[src/hdl/jsu_pkg.sv]
`timescale 1ns / 1ps
// ---------------------------------------------------------------------------
// jsu_pkg: shared types and helpers for the JSON string unescaper
// Request and result structs, the queued entry between front and back,
// result kind codes, hex digit decode and UTF-8 encoding.
// ---------------------------------------------------------------------------
package jsu_pkg;

    localparam logic [1:0] KIND_BYTE = 2'd0;
    localparam logic [1:0] KIND_END  = 2'd1;
    localparam logic [1:0] KIND_ERR  = 2'd2;

    localparam int QDEPTH = 4;
    localparam int QAW    = $clog2(QDEPTH);

    typedef struct packed {
        logic [7:0] in_byte;
        logic       end_of_input;
    } item_t;

    typedef struct packed {
        logic [7:0] out_byte;
        logic [1:0] kind;
        logic       last;
    } result_t;

    // One request's worth of results: count of 0 to 3, common kind, bytes.
    typedef struct packed {
        logic [1:0]      count;
        logic [1:0]      kind;
        logic [2:0][7:0] bytes;
    } entry_t;

    // Bit 4 set marks a byte that is not a hex digit.
    function automatic logic [4:0] hex_value(input logic [7:0] b);
        logic [7:0] d;
        begin
            d = 8'd0;
            if (b >= 8'h30 && b <= 8'h39) begin
                d = b - 8'h30;
            end else if (b >= 8'h61 && b <= 8'h66) begin
                d = b - 8'h57;
            end else if (b >= 8'h41 && b <= 8'h46) begin
                d = b - 8'h37;
            end else begin
                d = 8'h10;
            end
            hex_value = d[4:0];
        end
    endfunction

    function automatic entry_t encode_utf8(input logic [15:0] code);
        entry_t e;
        begin
            e = '0;
            e.kind = KIND_BYTE;
            if (code <= 16'h007f) begin
                e.count    = 2'd1;
                e.bytes[0] = code[7:0];
            end else if (code <= 16'h07ff) begin
                e.count    = 2'd2;
                e.bytes[0] = 8'hc0 | {3'b000, code[10:6]};
                e.bytes[1] = 8'h80 | {2'b00, code[5:0]};
            end else begin
                e.count    = 2'd3;
                e.bytes[0] = 8'he0 | {4'h0, code[15:12]};
                e.bytes[1] = 8'h80 | {2'b00, code[11:6]};
                e.bytes[2] = 8'h80 | {2'b00, code[5:0]};
            end
            encode_utf8 = e;
        end
    endfunction

endpackage

[src/hdl/jsu_front.sv]
`timescale 1ns / 1ps
// ---------------------------------------------------------------------------
// jsu_front: request parser
// Tracks string, escape and hex state and turns each accepted request
// into one queue entry of zero to three results.
// ---------------------------------------------------------------------------
module jsu_front (
    input  logic            clk,
    input  logic            rst_n,
    input  logic            fire,
    input  jsu_pkg::item_t  item,
    output logic            ent_push,
    output jsu_pkg::entry_t ent
);
    import jsu_pkg::*;

    localparam logic [1:0] MODE_IDLE = 2'd0;
    localparam logic [1:0] MODE_STR  = 2'd1;
    localparam logic [1:0] MODE_ESC  = 2'd2;
    localparam logic [1:0] MODE_HEX  = 2'd3;

    localparam logic [7:0] CH_QUOTE  = 8'h22;
    localparam logic [7:0] CH_BSLASH = 8'h5c;
    localparam logic [7:0] CH_SLASH  = 8'h2f;
    localparam logic [7:0] CH_B      = 8'h62;
    localparam logic [7:0] CH_F      = 8'h66;
    localparam logic [7:0] CH_N      = 8'h6e;
    localparam logic [7:0] CH_R      = 8'h72;
    localparam logic [7:0] CH_T      = 8'h74;
    localparam logic [7:0] CH_U      = 8'h75;

    logic [1:0]  mode_reg, mode_next;
    logic [1:0]  hex_count_reg, hex_count_next;
    logic [15:0] code_reg, code_next;
    logic [4:0]  hx;
    logic [15:0] code_full;
    logic [7:0]  b;
    logic        err;

    assign b         = item.in_byte;
    assign hx        = hex_value(b);
    assign code_full = {code_reg[11:0], hx[3:0]};

    always_comb
    begin
        mode_next      = mode_reg;
        hex_count_next = hex_count_reg;
        code_next      = code_reg;
        ent            = '0;
        err            = 1'b0;
        if (fire) begin
            if (item.end_of_input) begin
                err = 1'b1;
            end else begin
                unique case (mode_reg)
                    MODE_IDLE:
                    begin
                        if (b == CH_QUOTE) begin
                            mode_next      = MODE_STR;
                            hex_count_next = 2'd0;
                            code_next      = 16'd0;
                        end else begin
                            err = 1'b1;
                        end
                    end
                    MODE_STR:
                    begin
                        if (b == CH_QUOTE) begin
                            mode_next      = MODE_IDLE;
                            hex_count_next = 2'd0;
                            code_next      = 16'd0;
                            ent.count      = 2'd1;
                            ent.kind       = KIND_END;
                        end else if (b == CH_BSLASH) begin
                            mode_next = MODE_ESC;
                        end else begin
                            ent.count    = 2'd1;
                            ent.kind     = KIND_BYTE;
                            ent.bytes[0] = b;
                        end
                    end
                    MODE_ESC:
                    begin
                        mode_next = MODE_STR;
                        ent.count = 2'd1;
                        ent.kind  = KIND_BYTE;
                        unique case (b)
                            CH_SLASH, CH_BSLASH, CH_QUOTE: ent.bytes[0] = b;
                            CH_B: ent.bytes[0] = 8'h08;
                            CH_F: ent.bytes[0] = 8'h0c;
                            CH_N: ent.bytes[0] = 8'h0a;
                            CH_R: ent.bytes[0] = 8'h0d;
                            CH_T: ent.bytes[0] = 8'h09;
                            CH_U:
                            begin
                                ent            = '0;
                                mode_next      = MODE_HEX;
                                hex_count_next = 2'd0;
                                code_next      = 16'd0;
                            end
                            default: err = 1'b1;
                        endcase
                    end
                    MODE_HEX:
                    begin
                        if (hx[4]) begin
                            err = 1'b1;
                        end else if (hex_count_reg == 2'd3) begin
                            ent            = encode_utf8(code_full);
                            mode_next      = MODE_STR;
                            hex_count_next = 2'd0;
                            code_next      = 16'd0;
                        end else begin
                            code_next      = code_full;
                            hex_count_next = hex_count_reg + 2'd1;
                        end
                    end
                    default: err = 1'b1;
                endcase
            end
            if (err) begin
                ent            = '0;
                ent.count      = 2'd1;
                ent.kind       = KIND_ERR;
                mode_next      = MODE_IDLE;
                hex_count_next = 2'd0;
                code_next      = 16'd0;
            end
        end
    end

    assign ent_push = fire && (ent.count != 2'd0);

    always_ff @(posedge clk or negedge rst_n)
    begin
        if (!rst_n) begin
            mode_reg      <= MODE_IDLE;
            hex_count_reg <= 2'd0;
            code_reg      <= 16'd0;
        end else begin
            mode_reg      <= mode_next;
            hex_count_reg <= hex_count_next;
            code_reg      <= code_next;
        end
    end

endmodule

[src/hdl/jsu_fifo.sv]
`timescale 1ns / 1ps
// ---------------------------------------------------------------------------
// jsu_fifo: entry queue between parser and result sequencer
// Short register queue that lets each side stall on its own.
// ---------------------------------------------------------------------------
module jsu_fifo (
    input  logic            clk,
    input  logic            rst_n,
    input  logic            wr,
    input  jsu_pkg::entry_t wr_data,
    output logic            q_full,
    input  logic            rd,
    output jsu_pkg::entry_t rd_data,
    output logic            q_empty
);
    import jsu_pkg::*;

    entry_t           mem [QDEPTH];
    logic [QAW-1:0]   wp_reg, rp_reg;
    logic [QAW:0]     cnt_reg;
    logic             do_wr, do_rd;

    assign q_full  = (cnt_reg == (QAW+1)'(QDEPTH));
    assign q_empty = (cnt_reg == '0);
    assign do_wr   = wr && !q_full;
    assign do_rd   = rd && !q_empty;
    assign rd_data = mem[rp_reg];

    always_ff @(posedge clk)
    begin
        if (do_wr) begin
            mem[wp_reg] <= wr_data;
        end
    end

    always_ff @(posedge clk or negedge rst_n)
    begin
        if (!rst_n) begin
            wp_reg  <= '0;
            rp_reg  <= '0;
            cnt_reg <= '0;
        end else begin
            if (do_wr) begin
                wp_reg <= wp_reg + 1'b1;
            end
            if (do_rd) begin
                rp_reg <= rp_reg + 1'b1;
            end
            cnt_reg <= cnt_reg + (QAW+1)'(do_wr) - (QAW+1)'(do_rd);
        end
    end

endmodule

[src/hdl/jsu_back.sv]
`timescale 1ns / 1ps
// ---------------------------------------------------------------------------
// jsu_back: result sequencer
// Holds one queued entry and hands out its results one per cycle while
// pop is high, marking the final one with last.
// ---------------------------------------------------------------------------
module jsu_back (
    input  logic             clk,
    input  logic             rst_n,
    input  jsu_pkg::entry_t  head,
    input  logic             q_empty,
    output logic             q_rd,
    output logic             empty,
    input  logic             pop,
    output jsu_pkg::result_t result
);
    import jsu_pkg::*;

    entry_t     cur_reg;
    logic       valid_reg;
    logic [1:0] idx_reg;
    logic       take, done, is_last;

    assign is_last = (idx_reg == cur_reg.count - 2'd1);
    assign take    = pop && valid_reg;
    assign done    = take && is_last;
    assign q_rd    = (!valid_reg || done) && !q_empty;
    assign empty   = !valid_reg;

    always_comb
    begin
        result.kind = cur_reg.kind;
        result.last = is_last;
        case (idx_reg)
            2'd0:    result.out_byte = cur_reg.bytes[0];
            2'd1:    result.out_byte = cur_reg.bytes[1];
            default: result.out_byte = cur_reg.bytes[2];
        endcase
    end

    always_ff @(posedge clk)
    begin
        if (q_rd) begin
            cur_reg <= head;
        end
    end

    always_ff @(posedge clk or negedge rst_n)
    begin
        if (!rst_n) begin
            valid_reg <= 1'b0;
            idx_reg   <= 2'd0;
        end else begin
            if (q_rd) begin
                valid_reg <= 1'b1;
                idx_reg   <= 2'd0;
            end else if (done) begin
                valid_reg <= 1'b0;
                idx_reg   <= 2'd0;
            end else if (take) begin
                idx_reg <= idx_reg + 2'd1;
            end
        end
    end

endmodule

[src/hdl/json_string_unescaper.sv]
`timescale 1ns / 1ps
// ---------------------------------------------------------------------------
// json_string_unescaper: byte-serial unescaper for quoted JSON strings
// Parser front, four-entry queue and result sequencer back.
// ---------------------------------------------------------------------------
//  channel   handshake        payload
//  request   push / full      item   (in_byte, end_of_input)
//  result    pop / empty      result (out_byte, kind, last)
//
//  One request is taken per cycle while the queue has room; its results are
//  registered into the queue and then into the back sequencer before leaving.
//  The back sequencer emits one result per cycle while pop is high, so a \u
//  escape that expands to three bytes occupies it until all three are popped.
//  Reset clears parser state, queue pointers and the output valid.
//  A stall on pop fills the queue, then raises full.
// ---------------------------------------------------------------------------
module json_string_unescaper (
    input  logic             clk,
    input  logic             rst_n,
    input  logic             push,
    output logic             full,
    input  jsu_pkg::item_t   item,
    output logic             empty,
    input  logic             pop,
    output jsu_pkg::result_t result
);
    import jsu_pkg::*;

    logic   fire, ent_push, q_rd, q_empty;
    entry_t ent, head;

    assign fire = push && !full;

    jsu_front u_front (
        .clk      (clk),
        .rst_n    (rst_n),
        .fire     (fire),
        .item     (item),
        .ent_push (ent_push),
        .ent      (ent)
    );

    jsu_fifo u_fifo (
        .clk     (clk),
        .rst_n   (rst_n),
        .wr      (ent_push),
        .wr_data (ent),
        .q_full  (full),
        .rd      (q_rd),
        .rd_data (head),
        .q_empty (q_empty)
    );

    jsu_back u_back (
        .clk     (clk),
        .rst_n   (rst_n),
        .head    (head),
        .q_empty (q_empty),
        .q_rd    (q_rd),
        .empty   (empty),
        .pop     (pop),
        .result  (result)
    );

    a_kind_legal: assert property (@(posedge clk) disable iff (!rst_n)
        !empty |-> (result.kind == KIND_BYTE || result.kind == KIND_END ||
                    result.kind == KIND_ERR))
        else $error("illegal result kind");

    a_marker_last: assert property (@(posedge clk) disable iff (!rst_n)
        (!empty && result.kind != KIND_BYTE) |-> (result.last && result.out_byte == 8'd0))
        else $error("end or error result not single and zero");

    a_full_has_out: assert property (@(posedge clk) disable iff (!rst_n)
        full |-> !empty)
        else $error("queue full while output idle");

    a_drain: assert property (@(posedge clk) disable iff (!rst_n)
        (!q_empty && empty) |=> !empty)
        else $error("queued entry not loaded");

endmodule

[config.mk]
export PLATFORM = sky130hd
export DESIGN_NAME = json_string_unescaper
export DESIGN_NICKNAME = d
export VERILOG_FILES = /design/src/hdl/jsu_pkg.sv /design/src/hdl/jsu_front.sv /design/src/hdl/jsu_fifo.sv /design/src/hdl/jsu_back.sv /design/src/hdl/json_string_unescaper.sv
export SDC_FILE = /design/constraint.sdc
export NUM_CORES = 1
export LEC_CHECK = 0
export ABC_AREA = 1
export BUFFER_PORTS_ARGS = -buffer_cell sky130_fd_sc_hd__buf_2
export CAP_MARGIN = 5
export CELL_PAD_IN_SITES_DETAIL_PLACEMENT = 1
export CELL_PAD_IN_SITES_GLOBAL_PLACEMENT = 2
export CORE_ASPECT_RATIO = 1.2
export CORE_MARGIN = 10
export CORE_UTILIZATION = 37
export DETAILED_ROUTE_END_ITERATION = 16
export GPL_TIMING_DRIVEN = 0
export PLACE_DENSITY_LB_ADDON = 0.08
export RECOVER_POWER = 50
export SYNTH_ARGS = -nofsm -noshare
export SYNTH_HDL_FRONTEND = slang
export SYNTH_SLANG_ARGS = --single-unit
[constraint.sdc]
create_clock -name clk -period 2.9 [get_ports clk]
set_input_delay 0.29 -clock clk [delete_from_list [all_inputs] [get_ports clk]]
set_output_delay 0.29 -clock clk [all_outputs]
set_load 0.05 [all_outputs]
Word level (Yosys, flattened, before mapping):

Memory sizes are Yosys's and may differ from the RTL's. A register that Yosys moved wholly into a read port is not among the register bits.
Index checks and enable logic that the tools add are counted.
Widths: inputs -> output; s select.

* add/subtract/negate cells: 10
* order comparisons: 8
* equal/unequal tests: 23
* muxes and demuxes: 60
* reduce and logical (&&, ||, !) cells: 25

Operator list (number)
* $mux 28: 5
* $mux 12: 6
* $eq 8x7->1 const B: 7
* $pmux 8 s6: 1
* $mux 2: 18
* $pmux 12 s3: 1
* $mux 8: 4
* $pmux 16 s2: 1
* $pmux 8 s3: 1
* $mux 19: 1
* $eq 8x6->1 const B: 2
* $ge 8x7->1 const B: 2
* $le 16x11->1 const B: 1
* $le 16x7->1 const B: 1
* $le 8x7->1 const B: 2
* $mux 16: 1
* $pmux 8 s2: 1
* $mux 5: 3
* $sub 5x5->5 const B: 3
* $mux 14: 1
* $pmux 4 s3: 1
* $logic_and 1x1->1: 10
* $mux 1: 10
* $ne 3x1->1 const B: 3
* other kinds (30): 40

* register bits: 26
* bits in writable memories: 112
* bits of input ports: 13
* output and inout bits: 13
* memories: 1

Memory list
* u_fifo.mem: words 4, width 28, read ports 1, clocked after Yosys merged registers in 1, write ports 1, RTL line jsu_fifo.sv:18 `entry_t mem [QDEPTH];`

Longest topological paths before layout:

* word-level depth: 19
* depth in mapped cells: 18
* depth with buffers taken out: 18

Hierarchy:

A second synthesis with hierarchy kept.

* cells, all modules: 821
* area total of the unflattened synthesis: 8079.0 sq um

By module, submodules not included
* jsu_fifo: instances 1, cells each 413, area an instance 4837.1 sq um, sequential area each 3538.4 sq um
* jsu_front: instances 1, cells each 314, area an instance 1968.1 sq um, sequential area each 400.4 sq um
* jsu_back: instances 1, cells each 92, area an instance 1263.7 sq um, sequential area each 915.9 sq um
* json_string_unescaper: instances 1, cells each 2, area an instance 10.0 sq um, sequential area each 0.0 sq um

Worst setup path before layout:

OpenSTA, ideal clock, no wires.

* kind: input to register
* start: input item[1] (netlist name)
* end: memory u_fifo.mem[0][0] (netlist name), enable pin
* data arrival time: 2648 ps
* required time: 2491 ps
* setup slack: -157 ps
* stages: 13
* path buffers: 0
* cell sequence: inv_1 ha_1 nand2_1 nand3b_2 nand2_2 nor2_2 nand3_2 nand2_4 nand2_4 nand4_1 nand2_2 inv_2 nor2_1

* cells in the longest elaborated chain, start to end: 19
* elaborated cells on any way between the ends: 49

RTL lines
* start: declaration: RTL line json_string_unescaper.sv:22 `input jsu_pkg::item_t item,`
* $ge 8x7->1 / $le 8x7->1 (equally long branches): RTL line jsu_pkg.sv:43 `end else if (b >= 8'h41 && b <= 8'h46) begin`
* $logic_and 1x1->1: RTL line jsu_pkg.sv:43
* $mux 5: RTL line jsu_pkg.sv:43
* $mux 5: RTL line jsu_pkg.sv:41 `end else if (b >= 8'h61 && b <= 8'h66) begin`
* $mux 5: RTL line jsu_pkg.sv:39 `if (b >= 8'h30 && b <= 8'h39) begin`
* $le 16x11->1: RTL line jsu_pkg.sv:60 `end else if (code <= 16'h07ff) begin`
* $mux 1: RTL line jsu_pkg.sv:60
* $mux 2: RTL line jsu_pkg.sv:57 `if (code <= 16'h007f) begin`
* (+4 left out)
* $mux 28 (*): RTL line jsu_front.sv:121 `if (err) begin`
* $mux 28 (*): RTL line jsu_front.sv:51 `if (fire) begin`
* $reduce_bool 2->1 (*): RTL line jsu_front.sv:132 `assign ent_push = fire && (ent.count != 2'd0);`
* $logic_and 1x1->1 (*): RTL line jsu_front.sv:132
* $logic_and 1x1->1 (*): RTL line jsu_fifo.sv:25 `assign do_wr = wr && !q_full;`
* net u_fifo.do_wr: RTL line jsu_fifo.sv:21 `logic do_wr, do_rd;`
* $mux 1 (*): RTL line jsu_fifo.sv:31 `if (do_wr) begin`
* $mux 1 (implied by the code) (*): RTL line jsu_fifo.sv:32 `mem[wp_reg] <= wr_data;`
* end: declaration: RTL line jsu_fifo.sv:18

Mark *: on every way through the listed nets, which the timed path passes. The rest lies on a longest branch. The select of a mux whose other input is x is not followed.

Final worst setup path:

* start: register u_front.mode_reg[0]
* end: register u_fifo.cnt_reg[2]

* cells in the longest elaborated chain, start to end: 11
* elaborated cells on any way between the ends: 16

RTL lines
* start: declaration: RTL line jsu_front.sv:32 `logic [1:0] mode_reg, mode_next;`
* start signal: assignment: RTL line jsu_front.sv:141 `mode_reg <= mode_next;`
* $eq 2x2->1 / $logic_not 2->1 (equally long branches): RTL line jsu_front.sv:55 `unique case (mode_reg)`
* $pmux 1 s3: RTL line jsu_front.sv:55
* $mux 1: RTL line jsu_front.sv:52 `if (item.end_of_input) begin`
* $mux 1: RTL line jsu_front.sv:51
* $mux 28 (*): RTL line jsu_front.sv:121
* $mux 28 (*): RTL line jsu_front.sv:51
* $reduce_bool 2->1 (*): RTL line jsu_front.sv:132
* $logic_and 1x1->1 (*): RTL line jsu_front.sv:132
* $logic_and 1x1->1 (*): RTL line jsu_fifo.sv:25
* net u_fifo.do_wr: RTL line jsu_fifo.sv:21
* $add 3x1->3 (*): RTL line jsu_fifo.sv:49 `cnt_reg <= cnt_reg + (QAW+1)'(do_wr) - (QAW+1)'(do_rd);`
* $sub 3x1->3 (*): RTL line jsu_fifo.sv:49
* end signal: assignment: RTL line jsu_fifo.sv:49
* end: declaration: RTL line jsu_fifo.sv:20 `logic [QAW:0] cnt_reg;`

Marked as above.
A chain may end at the register's enable or synchronous reset.

==> results_dict.tcl <==
set metrics [dict create \
    status "complete, but fails checks" \
    failed_checks "max-capacitance violations, max-slew violations" \
    cts_buffers 17 \
    portBuffers 25 \
    drt-wirelength-per-cell_um 20.8 \
    final.setup_skew_ns 0.0124 \
    fmax_mhz 370 \
    total_leakage_power_nw 3.31 \
    cts_tree "built" \
    finalSetupTns_ns 0 \
    clk_pin_slew_ns 0.07 \
    cp-start-kind "register" \
    gp_congestion 0.881 \
    ant_nets 0 \
    hold_class "input port to register" \
    die_h_um 174 \
    fin_worst_hold_slack_ns 0.284 \
    dpl-instance-area_um2 7850 \
    cpLargestDelayFamily "adder cells" \
    largest_reg_flops 104 \
    die_w_um 148 \
    ys.flop_type "edfxtp_1" \
    cp_max_fo 6 \
    die_area_um2 25700 \
    num-fill-cells 2220 \
    drt_iter0_drc 279 \
    whs_path_depth 5 \
    nets 781 \
    yosysMostFrequentCell "edfxtp_1" \
    tightest_slew_ns 1.65 \
    synth.cell_area_um2 7290 \
    antenna_found_initial 0 \
    slowest_delay_ns 0.43 \
    synth_edf_count 130 \
    synth.distinct_cells 39 \
    hold_violations 0 \
    rr_worst_depth 12 \
    area_growth_pct 17.2 \
    fin_util_pct 43.9 \
    setup_viol_count_final 0 \
    min_from "pop" \
    grt_first_pass_wirelength_um 32900 \
    num_antenna_cells 0 \
    yosysSeqAreaShare_pct 62.5 \
    synth.area.top_cells "edfxtp_1 (54%), dfrtp_1 (8.9%), nand2_1 (5.9%)" \
    row_count 56 \
    required_ns 3.21 \
    totalWireLength_um 21200 \
    post-route-cell-area_um2 8540 \
    path_cells "ha_1 -> nand2_1 -> inv_1 -> nand2_2 -> nor3_1 -> nand4_1 -> nand2_2 -> ha_1 -> inv_1 -> fa_1 -> xnor2_2 -> xor2_1" \
    fin_ws_ns 0.195 \
    async_flop_share_pct 16.7 \
    regArea_um2 4550 \
    netlist_top_cells_count "edfxtp_1 (130), nand2_1 (114), nor2_1 (93), o21ai_0 (69), inv_1 (66)" \
    dr_total_vias 5357 \
    groute.usage.overall_pct 16.7 \
    overflow 0 \
    min_period_ns 2.71 \
    grt_pass1_vias 5856 \
    yosysTopAreaCell "edfxtp_1" \
    peakVddDrop_uv 577 \
    drv_cap 1 \
    slowest_stage "fa_1" \
    clock_sinks 156 \
    power_density_nw_per_um2 1060 \
    clock_latency_ns 0.43 \
    cts_max_level 4 \
    route.detailed.drc 0 \
    yosysWarnings 0 \
    max-clock-path-buffers 2 \
    netlist.area_leader.share_pct 53.6 \
    rsz0062_at_grt "yes" \
    cp-end-kind "register" \
    arrival_ns 3.02 \
    max-slew-margin-rel_pct -10.0 \
    multiInputGateArea_um2 2400 \
    firstDrtPassIters 4 \
    holdPathEnd "u_back.idx_reg[0]" \
    rr_endpoint "u_fifo.cnt_reg[2]" \
    grt_max_degree 27 \
    post-place-ws_ns -0.706 \
    synth_cells 697 \
    finalCritPeriodShare_pct 93.3 \
    crit_type "register to register" \
    rr_startpoint "u_front.mode_reg[0]" \
    io_pins 26 \
    design.core.area_um2 19500 \
    syn_area_per_cell_um2 10.5 \
    drv_slew 27 \
    syn-num-nets 729 \
    path_buf_inv 2 \
    drive_above_1_share_pct 14.4 \
    cts_root_buf "clkbuf_16" \
    r2r_setup_slack_ns 0.19 \
    viasPerCell 5.24 \
    ys_ff_latch 156 \
    start_util_pct 37.4 \
    hpwl_um 15000 \
]
[how the worst max path moves through the flow]
stage,start,to,slack [ns],depth (start not counted)
final,u_front.mode_reg[0],u_fifo.cnt_reg[2],0.19,12
after global routing,u_front.code_reg[10],u_fifo.cnt_reg[2],-0.04,16
after CTS,u_front.code_reg[10],u_fifo.cnt_reg[2],0.08,16
after detailed placement,u_back.cur_reg[27],u_fifo.cnt_reg[2],-0.71,14
after global placement,item[1],u_fifo.mem[0][12],-1.76,13
after floorplan,item[1],u_fifo.mem[0][0],-0.16,13
[tightest hold or removal path, delay by kind of cell]
| kind | cells | cell delay [ns] |
|---|---|---|
| AND/OR/NAND/NOR | 2 | 0.15 |
| AO/OA/AOI/OAI | 1 | 0.08 |
| buffers and inverters | 2 | 0.15 |
[cell type report]
| cell class | instances | share of cell area, % |
|---|---|---|
| Sequential cell | 156 | 53.3 |
| Multi-Input combinational cell | 441 | 28.1 |
| Clock buffer | 19 | 5.07 |
| Tap cell | 261 | 3.82 |
| Inverter | 71 | 3.16 |
| Timing Repair Buffer | 32 | 2.62 |
| Clock inverter | 13 | 2.24 |
| Buffer | 29 | 1.65 |
| Timing Repair inverter | 1 | 0.0586 |
[routing by layer]
metal	part of all wire [%]	up-vias	GRT usage, %
met5	0	-	0
met1	40	2700	18.3
met4	2.4	0	7.32
met3	2.8	28	2.74
met2	54	100	30.7
li1	-	2529	-
[metrics by stage]
step	std cells	power [mW]
after floorplan	697	5.52
after global placement	983	6.56
after detailed placement	987	6.73
after CTS	1022	9.14
after global routing	1023	9.60
final	1023	9.04
[cell usage in the layout, fill, tap and decap left out, drive strengths merged, types with 3 or more instances in the layout]
cell type,count
clkinv,6
a31oi,3
a21oi,10
ha,18
nor2,100
inv,71
nor3,20
buf,35
clkbuf,44
bufinv,4
o22ai,29
nand3,21
nand4,23
o21ai,74
a22oi,7
dfrtp,26
edfxtp,130
clkinvlp,4
nand2,124
[logic make-up after synthesis]
group           count (synthesis)  share of synthesized area (%)
compound gates                127                           10.1
xor+xnor                        4                          0.481
fa+ha+maj                      19                           3.36
buf+inv                       100                           5.60
flops                         156                           62.5
simple gates                  291                           18.0
[repair_timing]
item                                   in CTS  in global routing
hold buffers                                1                  0
pin swaps                                   0                  1
cloned                                      1                  0
setup endpoints to repair                   3                  9
resized for setup                           3                  7
buffers inserted                            1                  1
endpoints found under the hold margin      26                  0
[report_power, final]
part           switching [mW]  leakage, nW  internal (mW)  total [mW]
Clock                   0.910        0.299           1.45        2.36
Sequential              0.198         1.55           3.17        3.37
Combinational            2.43         1.46          0.877        3.31
Total                    3.54         3.31           5.49        9.04
Power figures use the tool's default switching activity.
